File: config.mk
export PLATFORM = sky130hd
export DESIGN_NAME = fancy_chroma_upsampler_unit
export DESIGN_NICKNAME = d
export VERILOG_FILES = /design/src/hdl/fcu_pkg.sv /design/src/hdl/fcu_front.sv /design/src/hdl/fcu_queue.sv /design/src/hdl/fcu_back.sv /design/src/hdl/fancy_chroma_upsampler_unit.sv
export SDC_FILE = /design/constraint.sdc
export NUM_CORES = 1
export LEC_CHECK = 0
export ABC_AREA = 1
export BUFFER_PORTS_ARGS = -buffer_cell sky130_fd_sc_hd__buf_2
export CAP_MARGIN = 5
export CORE_MARGIN = 2
export CORE_UTILIZATION = 60
export DETAILED_ROUTE_END_ITERATION = 10
export PLACE_DENSITY = 0.78
export RECOVER_POWER = 25
export SLEW_MARGIN = 20
export SYNTH_ARGS = -nofsm -noshare
export SYNTH_HDL_FRONTEND = slang
export SYNTH_SLANG_ARGS = --single-unit
export TNS_END_PERCENT = 1
File: constraint.sdc
create_clock -name clk_i -period 15.75 [get_ports clk_i]
set_input_delay 3.15 -clock clk_i [delete_from_list [all_inputs] [get_ports clk_i]]
set_output_delay 3.15 -clock clk_i [all_outputs]
set_load 0.02 [all_outputs]
File: src/hdl/fcu_pkg.sv
// ----------------------------------------------------------------------------
// fcu_pkg
// Shared widths, limits and the job record passed from front to back.
// ----------------------------------------------------------------------------
package fcu_pkg;

  localparam int unsigned SampleW   = 8;
  localparam int unsigned IndexW    = 12;
  localparam int unsigned WidthW    = 13;
  localparam int unsigned MaxWidth  = 4096;
  localparam int unsigned ColW      = 12;
  localparam int unsigned LastColW  = 11;
  localparam int unsigned QueueDepth = 2;
  localparam int unsigned QueuePtrW = 1;
  localparam int unsigned QueueCntW = 2;

  localparam logic [WidthW-1:0] LineWidthReset = WidthW'(1);

  // one accepted chroma column, classified for the back end
  typedef struct packed {
    logic [SampleW-1:0] above_u;
    logic [SampleW-1:0] above_v;
    logic [SampleW-1:0] here_u;
    logic [SampleW-1:0] here_v;
    logic [SampleW-1:0] prev_above_u;
    logic [SampleW-1:0] prev_above_v;
    logic [SampleW-1:0] prev_here_u;
    logic [SampleW-1:0] prev_here_v;
    logic               want_top;
    logic               want_bottom;
    logic               first_col;
    logic               last_col;
    logic [IndexW-1:0]  base_index;
    logic [1:0]         num_results;
  } fcu_job_t;

  typedef struct packed {
    logic [IndexW-1:0]  pixel_index;
    logic [SampleW-1:0] top_u;
    logic [SampleW-1:0] top_v;
    logic [SampleW-1:0] bottom_u;
    logic [SampleW-1:0] bottom_v;
    logic               top_valid;
    logic               bottom_valid;
    logic               line_end;
  } fcu_result_t;

endpackage

File: src/hdl/fcu_front.sv
// ----------------------------------------------------------------------------
// fcu_front
// Accepts chroma columns, tracks the column position in the line and builds
// one job per column with the previous column attached.
// ----------------------------------------------------------------------------
module fcu_front import fcu_pkg::*; (
  input  logic               clk_i,
  input  logic               rst_ni,
  input  logic               cfg_we_i,
  input  logic [WidthW-1:0]  cfg_wdata_i,
  input  logic               push_i,
  input  logic [SampleW-1:0] above_u_i,
  input  logic [SampleW-1:0] above_v_i,
  input  logic [SampleW-1:0] here_u_i,
  input  logic [SampleW-1:0] here_v_i,
  input  logic               want_top_i,
  input  logic               want_bottom_i,
  output fcu_job_t           job_o
);

  logic [WidthW-1:0]   line_width_q, line_width_d;
  logic [2*SampleW-1:0] prev_above_q, prev_above_d;
  logic [2*SampleW-1:0] prev_here_q, prev_here_d;
  logic [ColW-1:0]     col_q, col_d;

  logic [WidthW-1:0]   width_eff;
  logic [LastColW-1:0] last_col;
  logic                even_width;
  logic [ColW-1:0]     col;
  logic                is_first;
  logic                is_last;

  always_comb begin
    priority if (line_width_q == '0) begin
      width_eff = WidthW'(1);
    end else if (line_width_q > WidthW'(MaxWidth)) begin
      width_eff = WidthW'(MaxWidth);
    end else begin
      width_eff = line_width_q;
    end
  end

  assign last_col   = LastColW'((width_eff - WidthW'(1)) >> 1);
  assign even_width = ~width_eff[0];
  // a counter left beyond a narrowed line restarts at column zero
  assign col        = (col_q > ColW'(last_col)) ? '0 : col_q;
  assign is_first   = (col == '0);
  assign is_last    = (col == ColW'(last_col));

  always_comb begin
    job_o.above_u      = above_u_i;
    job_o.above_v      = above_v_i;
    job_o.here_u       = here_u_i;
    job_o.here_v       = here_v_i;
    job_o.prev_above_u = prev_above_q[SampleW-1:0];
    job_o.prev_above_v = prev_above_q[2*SampleW-1:SampleW];
    job_o.prev_here_u  = prev_here_q[SampleW-1:0];
    job_o.prev_here_v  = prev_here_q[2*SampleW-1:SampleW];
    job_o.want_top     = want_top_i;
    job_o.want_bottom  = want_bottom_i;
    job_o.first_col    = is_first;
    job_o.last_col     = is_last;
    job_o.base_index   = is_first ? '0 : ({col[IndexW-2:0], 1'b0} - IndexW'(1));
    if (is_first) begin
      job_o.num_results = (is_last && even_width) ? 2'd2 : 2'd1;
    end else begin
      job_o.num_results = (is_last && even_width) ? 2'd3 : 2'd2;
    end
  end

  always_comb begin
    line_width_d = cfg_we_i ? cfg_wdata_i : line_width_q;
    prev_above_d = prev_above_q;
    prev_here_d  = prev_here_q;
    col_d        = col_q;
    if (push_i) begin
      prev_above_d = {above_v_i, above_u_i};
      prev_here_d  = {here_v_i, here_u_i};
      col_d        = is_last ? '0 : (col + ColW'(1));
    end
  end

  always_ff @(posedge clk_i or negedge rst_ni) begin
    if (!rst_ni) begin
      line_width_q <= LineWidthReset;
      prev_above_q <= '0;
      prev_here_q  <= '0;
      col_q        <= '0;
    end else begin
      line_width_q <= line_width_d;
      prev_above_q <= prev_above_d;
      prev_here_q  <= prev_here_d;
      col_q        <= col_d;
    end
  end

endmodule

File: src/hdl/fcu_queue.sv
// ----------------------------------------------------------------------------
// fcu_queue
// Two-entry job queue between the front and the back end.
// ----------------------------------------------------------------------------
module fcu_queue import fcu_pkg::*; (
  input  logic     clk_i,
  input  logic     rst_ni,
  input  logic     push_i,
  input  fcu_job_t push_job_i,
  output logic     full_o,
  input  logic     pop_i,
  output logic     head_valid_o,
  output fcu_job_t head_job_o
);

  fcu_job_t              mem_q [QueueDepth];
  logic [QueuePtrW-1:0]  wr_ptr_q, wr_ptr_d;
  logic [QueuePtrW-1:0]  rd_ptr_q, rd_ptr_d;
  logic [QueueCntW-1:0]  count_q, count_d;

  assign full_o       = (count_q == QueueCntW'(QueueDepth));
  assign head_valid_o = (count_q != '0);
  assign head_job_o   = mem_q[rd_ptr_q];

  always_comb begin
    wr_ptr_d = push_i ? (wr_ptr_q + QueuePtrW'(1)) : wr_ptr_q;
    rd_ptr_d = pop_i ? (rd_ptr_q + QueuePtrW'(1)) : rd_ptr_q;
    count_d  = count_q + QueueCntW'(push_i) - QueueCntW'(pop_i);
  end

  always_ff @(posedge clk_i) begin
    if (push_i) begin
      mem_q[wr_ptr_q] <= push_job_i;
    end
  end

  always_ff @(posedge clk_i or negedge rst_ni) begin
    if (!rst_ni) begin
      wr_ptr_q <= '0;
      rd_ptr_q <= '0;
      count_q  <= '0;
    end else begin
      wr_ptr_q <= wr_ptr_d;
      rd_ptr_q <= rd_ptr_d;
      count_q  <= count_d;
    end
  end

endmodule

File: src/hdl/fcu_back.sv
// ----------------------------------------------------------------------------
// fcu_back
// Steps through the head job's pixels, one per cycle unless stalled, computes
// the interpolated chroma and holds each pixel in the output register.
// ----------------------------------------------------------------------------
module fcu_back import fcu_pkg::*; (
  input  logic        clk_i,
  input  logic        rst_ni,
  input  logic        head_valid_i,
  input  fcu_job_t    head_job_i,
  output logic        pop_o,
  output logic        out_valid_o,
  input  logic        out_ready_i,
  output fcu_result_t result_o
);

  // 3:1 vertical blend
  function automatic logic [SampleW-1:0] edge_mix(input logic [SampleW-1:0] near_s,
                                                  input logic [SampleW-1:0] far_s);
    logic [SampleW+1:0] acc;
    acc = (SampleW+2)'(near_s) * (SampleW+2)'(3) + (SampleW+2)'(far_s) + (SampleW+2)'(2);
    return acc[SampleW+1:2];
  endfunction

  // diagonal blend of one channel; returns {top, bottom}
  function automatic logic [2*SampleW-1:0] inner_mix(input logic [SampleW-1:0] tl,
                                                     input logic [SampleW-1:0] t,
                                                     input logic [SampleW-1:0] l,
                                                     input logic [SampleW-1:0] x,
                                                     input logic               second);
    logic [SampleW+3:0] s12;
    logic [SampleW+3:0] s03;
    logic [SampleW+1:0] d12;
    logic [SampleW+1:0] d03;
    logic [SampleW+1:0] top_s;
    logic [SampleW+1:0] bot_s;
    s12 = (SampleW+4)'(tl) + (SampleW+4)'(t) * (SampleW+4)'(3)
        + (SampleW+4)'(l) * (SampleW+4)'(3) + (SampleW+4)'(x) + (SampleW+4)'(8);
    s03 = (SampleW+4)'(tl) * (SampleW+4)'(3) + (SampleW+4)'(t)
        + (SampleW+4)'(l) + (SampleW+4)'(x) * (SampleW+4)'(3) + (SampleW+4)'(8);
    d12 = (SampleW+2)'(s12 >> 3);
    d03 = (SampleW+2)'(s03 >> 3);
    if (second) begin
      top_s = d03 + (SampleW+2)'(t);
      bot_s = d12 + (SampleW+2)'(x);
    end else begin
      top_s = d12 + (SampleW+2)'(tl);
      bot_s = d03 + (SampleW+2)'(l);
    end
    return {top_s[SampleW:1], bot_s[SampleW:1]};
  endfunction

  logic [1:0]           step_q, step_d;
  logic                 out_valid_q, out_valid_d;
  fcu_result_t          result_q, result_d;
  logic                 emit;
  logic                 last_step;
  logic                 use_edge;
  logic [2*SampleW-1:0] mix_u;
  logic [2*SampleW-1:0] mix_v;
  logic [SampleW-1:0]   tu, tv, bu, bv;

  assign emit      = head_valid_i && (!out_valid_q || out_ready_i);
  assign last_step = (step_q == (head_job_i.num_results - 2'd1));
  assign pop_o     = emit && last_step;
  // the first pixel and the trailing pixel of an even line are edge pixels
  assign use_edge  = head_job_i.first_col || (step_q == 2'd2);

  assign mix_u = inner_mix(head_job_i.prev_above_u, head_job_i.above_u,
                           head_job_i.prev_here_u, head_job_i.here_u, step_q[0]);
  assign mix_v = inner_mix(head_job_i.prev_above_v, head_job_i.above_v,
                           head_job_i.prev_here_v, head_job_i.here_v, step_q[0]);

  always_comb begin
    if (use_edge) begin
      tu = edge_mix(head_job_i.above_u, head_job_i.here_u);
      tv = edge_mix(head_job_i.above_v, head_job_i.here_v);
      bu = edge_mix(head_job_i.here_u, head_job_i.above_u);
      bv = edge_mix(head_job_i.here_v, head_job_i.above_v);
    end else begin
      tu = mix_u[2*SampleW-1:SampleW];
      bu = mix_u[SampleW-1:0];
      tv = mix_v[2*SampleW-1:SampleW];
      bv = mix_v[SampleW-1:0];
    end
  end

  always_comb begin
    step_d      = step_q;
    out_valid_d = out_valid_q;
    result_d    = result_q;
    if (out_valid_q && out_ready_i) begin
      out_valid_d = 1'b0;
    end
    if (emit) begin
      out_valid_d           = 1'b1;
      step_d                = last_step ? 2'd0 : (step_q + 2'd1);
      result_d.pixel_index  = head_job_i.base_index + IndexW'(step_q);
      result_d.top_u        = head_job_i.want_top ? tu : '0;
      result_d.top_v        = head_job_i.want_top ? tv : '0;
      result_d.bottom_u     = head_job_i.want_bottom ? bu : '0;
      result_d.bottom_v     = head_job_i.want_bottom ? bv : '0;
      result_d.top_valid    = head_job_i.want_top;
      result_d.bottom_valid = head_job_i.want_bottom;
      result_d.line_end     = last_step && head_job_i.last_col;
    end
  end

  always_ff @(posedge clk_i) begin
    result_q <= result_d;
  end

  always_ff @(posedge clk_i or negedge rst_ni) begin
    if (!rst_ni) begin
      step_q      <= '0;
      out_valid_q <= 1'b0;
    end else begin
      step_q      <= step_d;
      out_valid_q <= out_valid_d;
    end
  end

  assign out_valid_o = out_valid_q;
  assign result_o    = result_q;

endmodule

File: src/hdl/fancy_chroma_upsampler_unit.sv
// ----------------------------------------------------------------------------
// fancy_chroma_upsampler_unit
// 4:2:0 chroma upsampler: one chroma column in, interpolated top and bottom
// row chroma for each luma pixel out.
// ----------------------------------------------------------------------------
// Each request carries one chroma column (above and current chroma row). The
// first column of a line yields one pixel (two when the line is two pixels
// wide), later columns yield two pixels and the last column of an even-width
// line three. The back end emits one pixel per cycle while its output is not
// stalled; the front end takes a new column every cycle while the two-entry
// job queue has room, and the first pixel of a column passes through the job
// queue and then the output register. Write line_width only while no pixels
// are pending.
module fancy_chroma_upsampler_unit import fcu_pkg::*; (
  input  logic                clk_i,
  input  logic                rst_ni,
  input  logic                cfg_we_i,
  input  logic [WidthW-1:0]   cfg_wdata_i,
  input  logic                in_valid_i,
  output logic                in_ready_o,
  input  logic [SampleW-1:0]  above_u_i,
  input  logic [SampleW-1:0]  above_v_i,
  input  logic [SampleW-1:0]  here_u_i,
  input  logic [SampleW-1:0]  here_v_i,
  input  logic                want_top_i,
  input  logic                want_bottom_i,
  output logic                out_valid_o,
  input  logic                out_ready_i,
  output logic [IndexW-1:0]   pixel_index_o,
  output logic [SampleW-1:0]  top_u_out_o,
  output logic [SampleW-1:0]  top_v_out_o,
  output logic [SampleW-1:0]  bottom_u_out_o,
  output logic [SampleW-1:0]  bottom_v_out_o,
  output logic                top_valid_o,
  output logic                bottom_valid_o,
  output logic                line_end_o
);

  fcu_job_t    push_job;
  fcu_job_t    head_job;
  fcu_result_t result;
  logic        push;
  logic        full;
  logic        pop;
  logic        head_valid;

  assign in_ready_o = !full;
  assign push       = in_valid_i && !full;

  fcu_front u_front (
    .clk_i         (clk_i),
    .rst_ni        (rst_ni),
    .cfg_we_i      (cfg_we_i),
    .cfg_wdata_i   (cfg_wdata_i),
    .push_i        (push),
    .above_u_i     (above_u_i),
    .above_v_i     (above_v_i),
    .here_u_i      (here_u_i),
    .here_v_i      (here_v_i),
    .want_top_i    (want_top_i),
    .want_bottom_i (want_bottom_i),
    .job_o         (push_job)
  );

  fcu_queue u_queue (
    .clk_i        (clk_i),
    .rst_ni       (rst_ni),
    .push_i       (push),
    .push_job_i   (push_job),
    .full_o       (full),
    .pop_i        (pop),
    .head_valid_o (head_valid),
    .head_job_o   (head_job)
  );

  fcu_back u_back (
    .clk_i        (clk_i),
    .rst_ni       (rst_ni),
    .head_valid_i (head_valid),
    .head_job_i   (head_job),
    .pop_o        (pop),
    .out_valid_o  (out_valid_o),
    .out_ready_i  (out_ready_i),
    .result_o     (result)
  );

  assign pixel_index_o  = result.pixel_index;
  assign top_u_out_o    = result.top_u;
  assign top_v_out_o    = result.top_v;
  assign bottom_u_out_o = result.bottom_u;
  assign bottom_v_out_o = result.bottom_v;
  assign top_valid_o    = result.top_valid;
  assign bottom_valid_o = result.bottom_valid;
  assign line_end_o     = result.line_end;

endmodule

Yosys cells after proc, flatten, opt, wreduce, memory -nomap -nowiden. Memories as Yosys holds them, arrays and structs flattened. Index checks and enable logic that the tools add are counted.

Bits of input ports: 52. Flip-flop bits (word level): 111. Bits in latches: 0. Memories: 1. Memory bits (read-only): 0. Bits in writable memories: 164.

Bitwise gates (word level): 1. Multiplexer cells: 21. Multiply operators: 12. Shift-type cells: 0. Reduce and logical (&&, ||, !) cells: 14. $lt $le $gt $ge: 2. $add $sub $neg: 42. Div/mod/pow operators: 0. Equality and inequality tests: 4.

Memory list: u_queue.mem_q (depth 2, bits a word 82, rd ports 1, clocked after memory_dff 0, write ports 1, line fcu_queue.sv:16) `fcu_job_t mem_q [QueueDepth];`.

Operators with widths (number): multiplier 8 x 2 -> 10 bit (second input constant) (12); adder 9 x 8 -> 9 bit (8); two-way mux 12 bit (5); adder 12 x 10 -> 12 bit (4); adder 12 x 4 -> 12 bit (second input constant) (4); adder 12 x 8 -> 12 bit (4); adder 10 x 2 -> 10 bit (second input constant) (4); adder 10 x 8 -> 10 bit (4); two-way mux 9 bit (4); two-way mux 8 bit (4); subtractor 12 x 1 -> 12 bit (second input constant) (2); adder 10 x 8 -> 11 bit (2); adder 8 x 10 -> 11 bit (2); > comparator 13 bit (second input constant) (1); logical NOT 13 bit (1); adder 12 x 1 -> 12 bit (second input constant) (1); adder 12 x 2 -> 12 bit (1); == test 12 x 11 -> 1 bit (1); > comparator 12 x 11 -> 1 bit (1); logical NOT 12 bit (1); logical AND 1 bit (6); two-way mux 2 bit (3); two-way mux 1 bit (5); == test 2 bit (second input constant) (2); 10 further kinds (14).

Depth between registers and ports, before layout.
Depth after elaboration: 10. Depth in mapped cells: 38. Gate-level depth less buffers: 35.

Cells and area by module. A second synthesis with hierarchy kept.

Cells, all modules: 2744. Area total of the unflattened synthesis: 22957.0 µm².

By module, submodules not included: fcu_back (cells an instance 1714, seq. area each 1486.4 µm², area an instance 12640.9 µm², times used 1); fcu_queue (cells an instance 453, seq. area each 5024.8 µm², area an instance 6277.3 µm², times used 1); fcu_front (cells an instance 574, seq. area each 1427.6 µm², area an instance 4025.1 µm², times used 1); fancy_chroma_upsampler_unit (cells an instance 3, seq. area each 0.0 µm², area an instance 13.8 µm², times used 1).

Worst setup path before layout. No wires, ideal clock.

Kind: input-to-reg. Start point: input in_valid_i. End point: memory u_queue.mem_q[0][0] (netlist name), enable pin. Slack: 8.195 ns. Data arrival time: 7.032 ns. Library setup time: 0.523 ns. Stages on the path: 4. Path through: nand2_1 > clkbuf_1 > buf_2 > nor2_1.

Longest elaborated chain between the ends: 3.

RTL lines: start, declared (line fancy_chroma_upsampler_unit.sv:19) `input logic in_valid_i,`; logical AND 1 bit (line fancy_chroma_upsampler_unit.sv:48) `assign push = in_valid_i && !full;`; two-way mux 1 bit (line fcu_queue.sv:32) `if (push_i) begin`; two-way mux 1 bit (implied by the code) (line fcu_queue.sv:33) `mem_q[wr_ptr_q] <= push_job_i;`; end, declared (line fcu_queue.sv:16).

Every way passes these cells.

Final worst setup path.
Start point: register u_queue.rd_ptr_q. End point: register u_back.result_q, in the netlist u_back.result_o[18] (data pin).

Longest elaborated chain between the ends: 9. Elaborated cells on any way between the ends: 21. Those cells by class: add/sub: 12; mul: 5; mux: 2; reduce/logical: 1; memory: 1.

RTL lines: start, declared (line fcu_queue.sv:18) `logic [QueuePtrW-1:0] rd_ptr_q, rd_ptr_d;`; start signal, assigned (line fcu_queue.sv:44) `rd_ptr_q <= rd_ptr_d;`; memory (2 x 82 bit) *; multiplier 8 x 2 -> 10 bit, on equally long branches (line fcu_back.sv:39, fcu_back.sv:37); adder 10 x 8 -> 11 bit or adder 8 x 10 -> 11 bit (tied branches) (line fcu_back.sv:39, fcu_back.sv:37); adder 12 x 8 -> 12 bit or adder 12 x 10 -> 12 bit (tied branches) (line fcu_back.sv:40, fcu_back.sv:38); adder 12 x 10 -> 12 bit or adder 12 x 8 -> 12 bit (tied branches) (line fcu_back.sv:40, fcu_back.sv:38); adder 12 x 4 -> 12 bit, on equally long branches (line fcu_back.sv:40, fcu_back.sv:38); adder 9 x 8 -> 9 bit, on equally long branches (line fcu_back.sv:48, fcu_back.sv:45); two-way mux 9 bit (line fcu_back.sv:43) `if (second) begin`; two-way mux 8 bit (line fcu_back.sv:75) `if (use_edge) begin`; end signal, assigned (line fcu_back.sv:110) `result_q <= result_d;`; end, declared (line fcu_back.sv:55) `fcu_result_t result_q, result_d;`.

Every way passes the cells marked *; elsewhere a longest branch is shown, timed or not. A chain may end at the register's enable or synchronous reset.

==> results.json <==
{
  "synth_area_um2": 21900,
  "min_path_type": "flip-flop to flip-flop",
  "cts_tree": "yes",
  "drv_slew": 101,
  "end_kind": "flip-flop",
  "syn-num-nets": 2860,
  "setup_tns_ps": 0,
  "fillers": 2886,
  "period_share_pct": 68.8,
  "ys_seq_area_share_pct": 36.2,
  "rows": 69,
  "h-tree-depth": 1,
  "grt_pass1_vias": 17100,
  "dp_hpwl_um": 40100,
  "start_util_pct": 61.3,
  "startpoint_type": "flip-flop",
  "clockBufferDepth": 3,
  "grt_pass1_wl_um": 85200,
  "yosysWarnings": 0,
  "final_cell_area_um2": 23800,
  "hold_viol": 0,
  "drc": 0,
  "fp.dieW_um": 195,
  "violations": "capacitance limit, slew limit",
  "cts_sinks": 275,
  "tightest_slew_ps": 2350,
  "post_cts_resized": 0,
  "holdWs_ps": 466,
  "ys_seq_elements": 275,
  "async_reset_ff_share_pct": 23.3,
  "wirelength_um": 52600,
  "max_cap_viol_count": 2,
  "wl_per_cell_um": 17.4,
  "crit_family": "adder cells",
  "avgSynthCellArea_um2": 8.96,
  "r2r-start": "u_queue.rd_ptr_q",
  "insertion_delay_ps": 580,
  "nNetsFinal": 2959,
  "path_class": "flip-flop to flip-flop",
  "firstDrtPassIters": 6,
  "final_common_cell": "nand2_1",
  "critPathMaxFanout": 57,
  "grt_start_max_net_pins": 83,
  "ys_types": 56,
  "dieArea_um2": 38100,
  "cts.clk_slew.worst_paths_ps": 60,
  "synth_top_area_share_pct": 28.9,
  "yosysTopAreaCell": "edfxtp_1",
  "cp_num_buf_inv": 7,
  "vias": 16900,
  "setup_viol_count_final": 0,
  "crit_required_ps": 16090,
  "drt_iter0_drc": 1074,
  "cp_slowest_cell": "dfrtp_1",
  "core_area_um2": 35700,
  "slowest_delay_ps": 1360,
  "die_h_um": 195,
  "post-route-util_pct": 66.7,
  "vias_per_cell": 5.58,
  "final_cell_mix": "nand2_1 (580), inv_1 (360), ha_1 (235)",
  "drive_gt1_share_pct": 8.19,
  "cts_buffers": 29,
  "synth-main-ff-cell": "edfxtp_1",
  "clock-root-buffer": "clkbuf_16",
  "pin_count": 101,
  "synth_edf_count": 211,
  "synthCells": 2444,
  "globalplace.congestion": 0.921,
  "place_area_um2": 22900,
  "fin_crit_ps": 10830,
  "worstHoldStart": "u_front.prev_here_q[4]",
  "rsz0062_at_grt": "false",
  "postCtsHoldBufs": 0,
  "port_buffers": 100,
  "fin_skew_ps": 13.5,
  "grt_overflow": 0,
  "cp.arrival_ps": 11170,
  "ant_nets": 0,
  "area_growth_pct": 8.75,
  "fmax_mhz": 92.3,
  "critPathLaunch": "u_queue.rd_ptr_q",
  "cts_setup_buffers": 0,
  "synth_area_leaders": "edfxtp_1 (29%), ha_1 (13%), fa_1 (12%), nand2_1 (10%), dfrtp_1 (7.2%)",
  "maxSlewHeadroom_pct": -56.5,
  "track_usage_pct": 28.2,
  "status": "finished, violations left",
  "antenna_found_initial": 6
}
layout make-up:
type / instances / area [µm²] / area share [%]
multi-input combinational: 1753 / 12400 / 52.0
sequential: 275 / 7940 / 33.3
inverter: 368 / 1380 / 5.80
clock buffer: 37 / 766 / 3.21
timing repair buffer: 116 / 577 / 2.42
tap: 461 / 577 / 2.42
clock inverter: 16 / 193 / 0.809
antenna: 5 / 12.5 / 0.0525
synth_stat cells, types with 2 or more instances:
cell type,number
nand2_1,581
inv_1,361
ha_1,235
edfxtp_1,211
a21oi_1,164
nor2_1,137
o21ai_0,136
fa_1,129
nand3_1,75
xor2_1,75
dfrtp_1,63
or2_2,39
clkbuf_1,33
xnor2_1,31
nand4_1,21
nand2_2,16
a31oi_1,11
o211ai_1,10
o21ai_1,9
nor3_1,8
o21bai_1,7
a211oi_1,6
a21o_1,5
and2_1,5
mux2i_1,5
a311oi_1,4
buf_1,4
buf_2,4
buf_4,4
inv_2,4
mux2_2,4
nand3b_1,4
nor2_2,4
o22ai_1,4
nand2_4,3
nor3b_1,3
nor4_1,3
o21a_1,3
a21boi_0,2
buf_6,2
clkinv_1,2
nor3_2,2
o21ai_2,2
flip-flops by register name, summed over array words and instances (netlist names):
name / count
u_front.prev_here_q: 16
u_back.out_valid_o: 1
u_queue.wr_ptr_q: 1
u_queue.count_q: 2
u_queue.rd_ptr_q: 1
u_back.step_q: 2
u_back.result_o: 47
u_queue.mem_q: 164
u_front.line_width_q: 13
u_front.col_q: 12
u_front.prev_above_q: 16
stage by stage:
stage               instances  setup WS, ps
floorplan                2444          8200
global placement         2973          7680
detailed placement       2973          7480
CTS                      3026          7450
global route             3027          4190
finish                   3031          4920
path summary, 6_finish.rpt:
path	cells after the start	end	slack [ps]
setup / recovery	32	u_back.result_o[18]	4920
hold / removal	0	u_queue.mem_q[0][30]	470
setup reg to reg	32	u_back.result_o[18]	4920
hold reg to reg	0	u_queue.mem_q[0][30]	470
max in group asynchronous	2	u_front.prev_above_q[9]	12370
min in group asynchronous	2	u_front.line_width_q[3]	2790
kinds of logic (layout without fill, tap and decap cells):
family / count (synthesis) / in the layout / synth area share, %
xor+xnor: 106 / 106 / 4.24
compound gates: 369 / 369 / 9.20
mux: 9 / 9 / 0.434
other cells: 0 / 5 / 0
flops: 275 / 275 / 36.2
simple gates: 905 / 905 / 17.3
fa+ha+maj: 364 / 364 / 25.2
buf+inv: 416 / 537 / 7.35
worst reg2reg max path, delay by kind of cell, from the launching register on:
family / cells / cell delay, ps
DFF: 1 / 1360
adders and majority gates: 8 / 3030
xor gates and xnor gates: 2 / 410
buffers and inverters: 7 / 2840
and+or+nand+nor: 8 / 1390
AOI/OAI and AO/OA: 7 / 1540
per-layer routing:
layer	up-vias	wire length [µm]	GRT usage, %	share of wire (%)
met1	8101	22400	37.4	43
met3	100	3270	3.68	6.2
met5	-	22	0	0.042
met4	4	1380	8.20	2.6
met2	502	25500	48.6	49
li1	8213	-	-	-
Power is left out: the tool's default activity adds up to more than one toggle a clock period on the data nets, which glitch-free logic cannot reach.
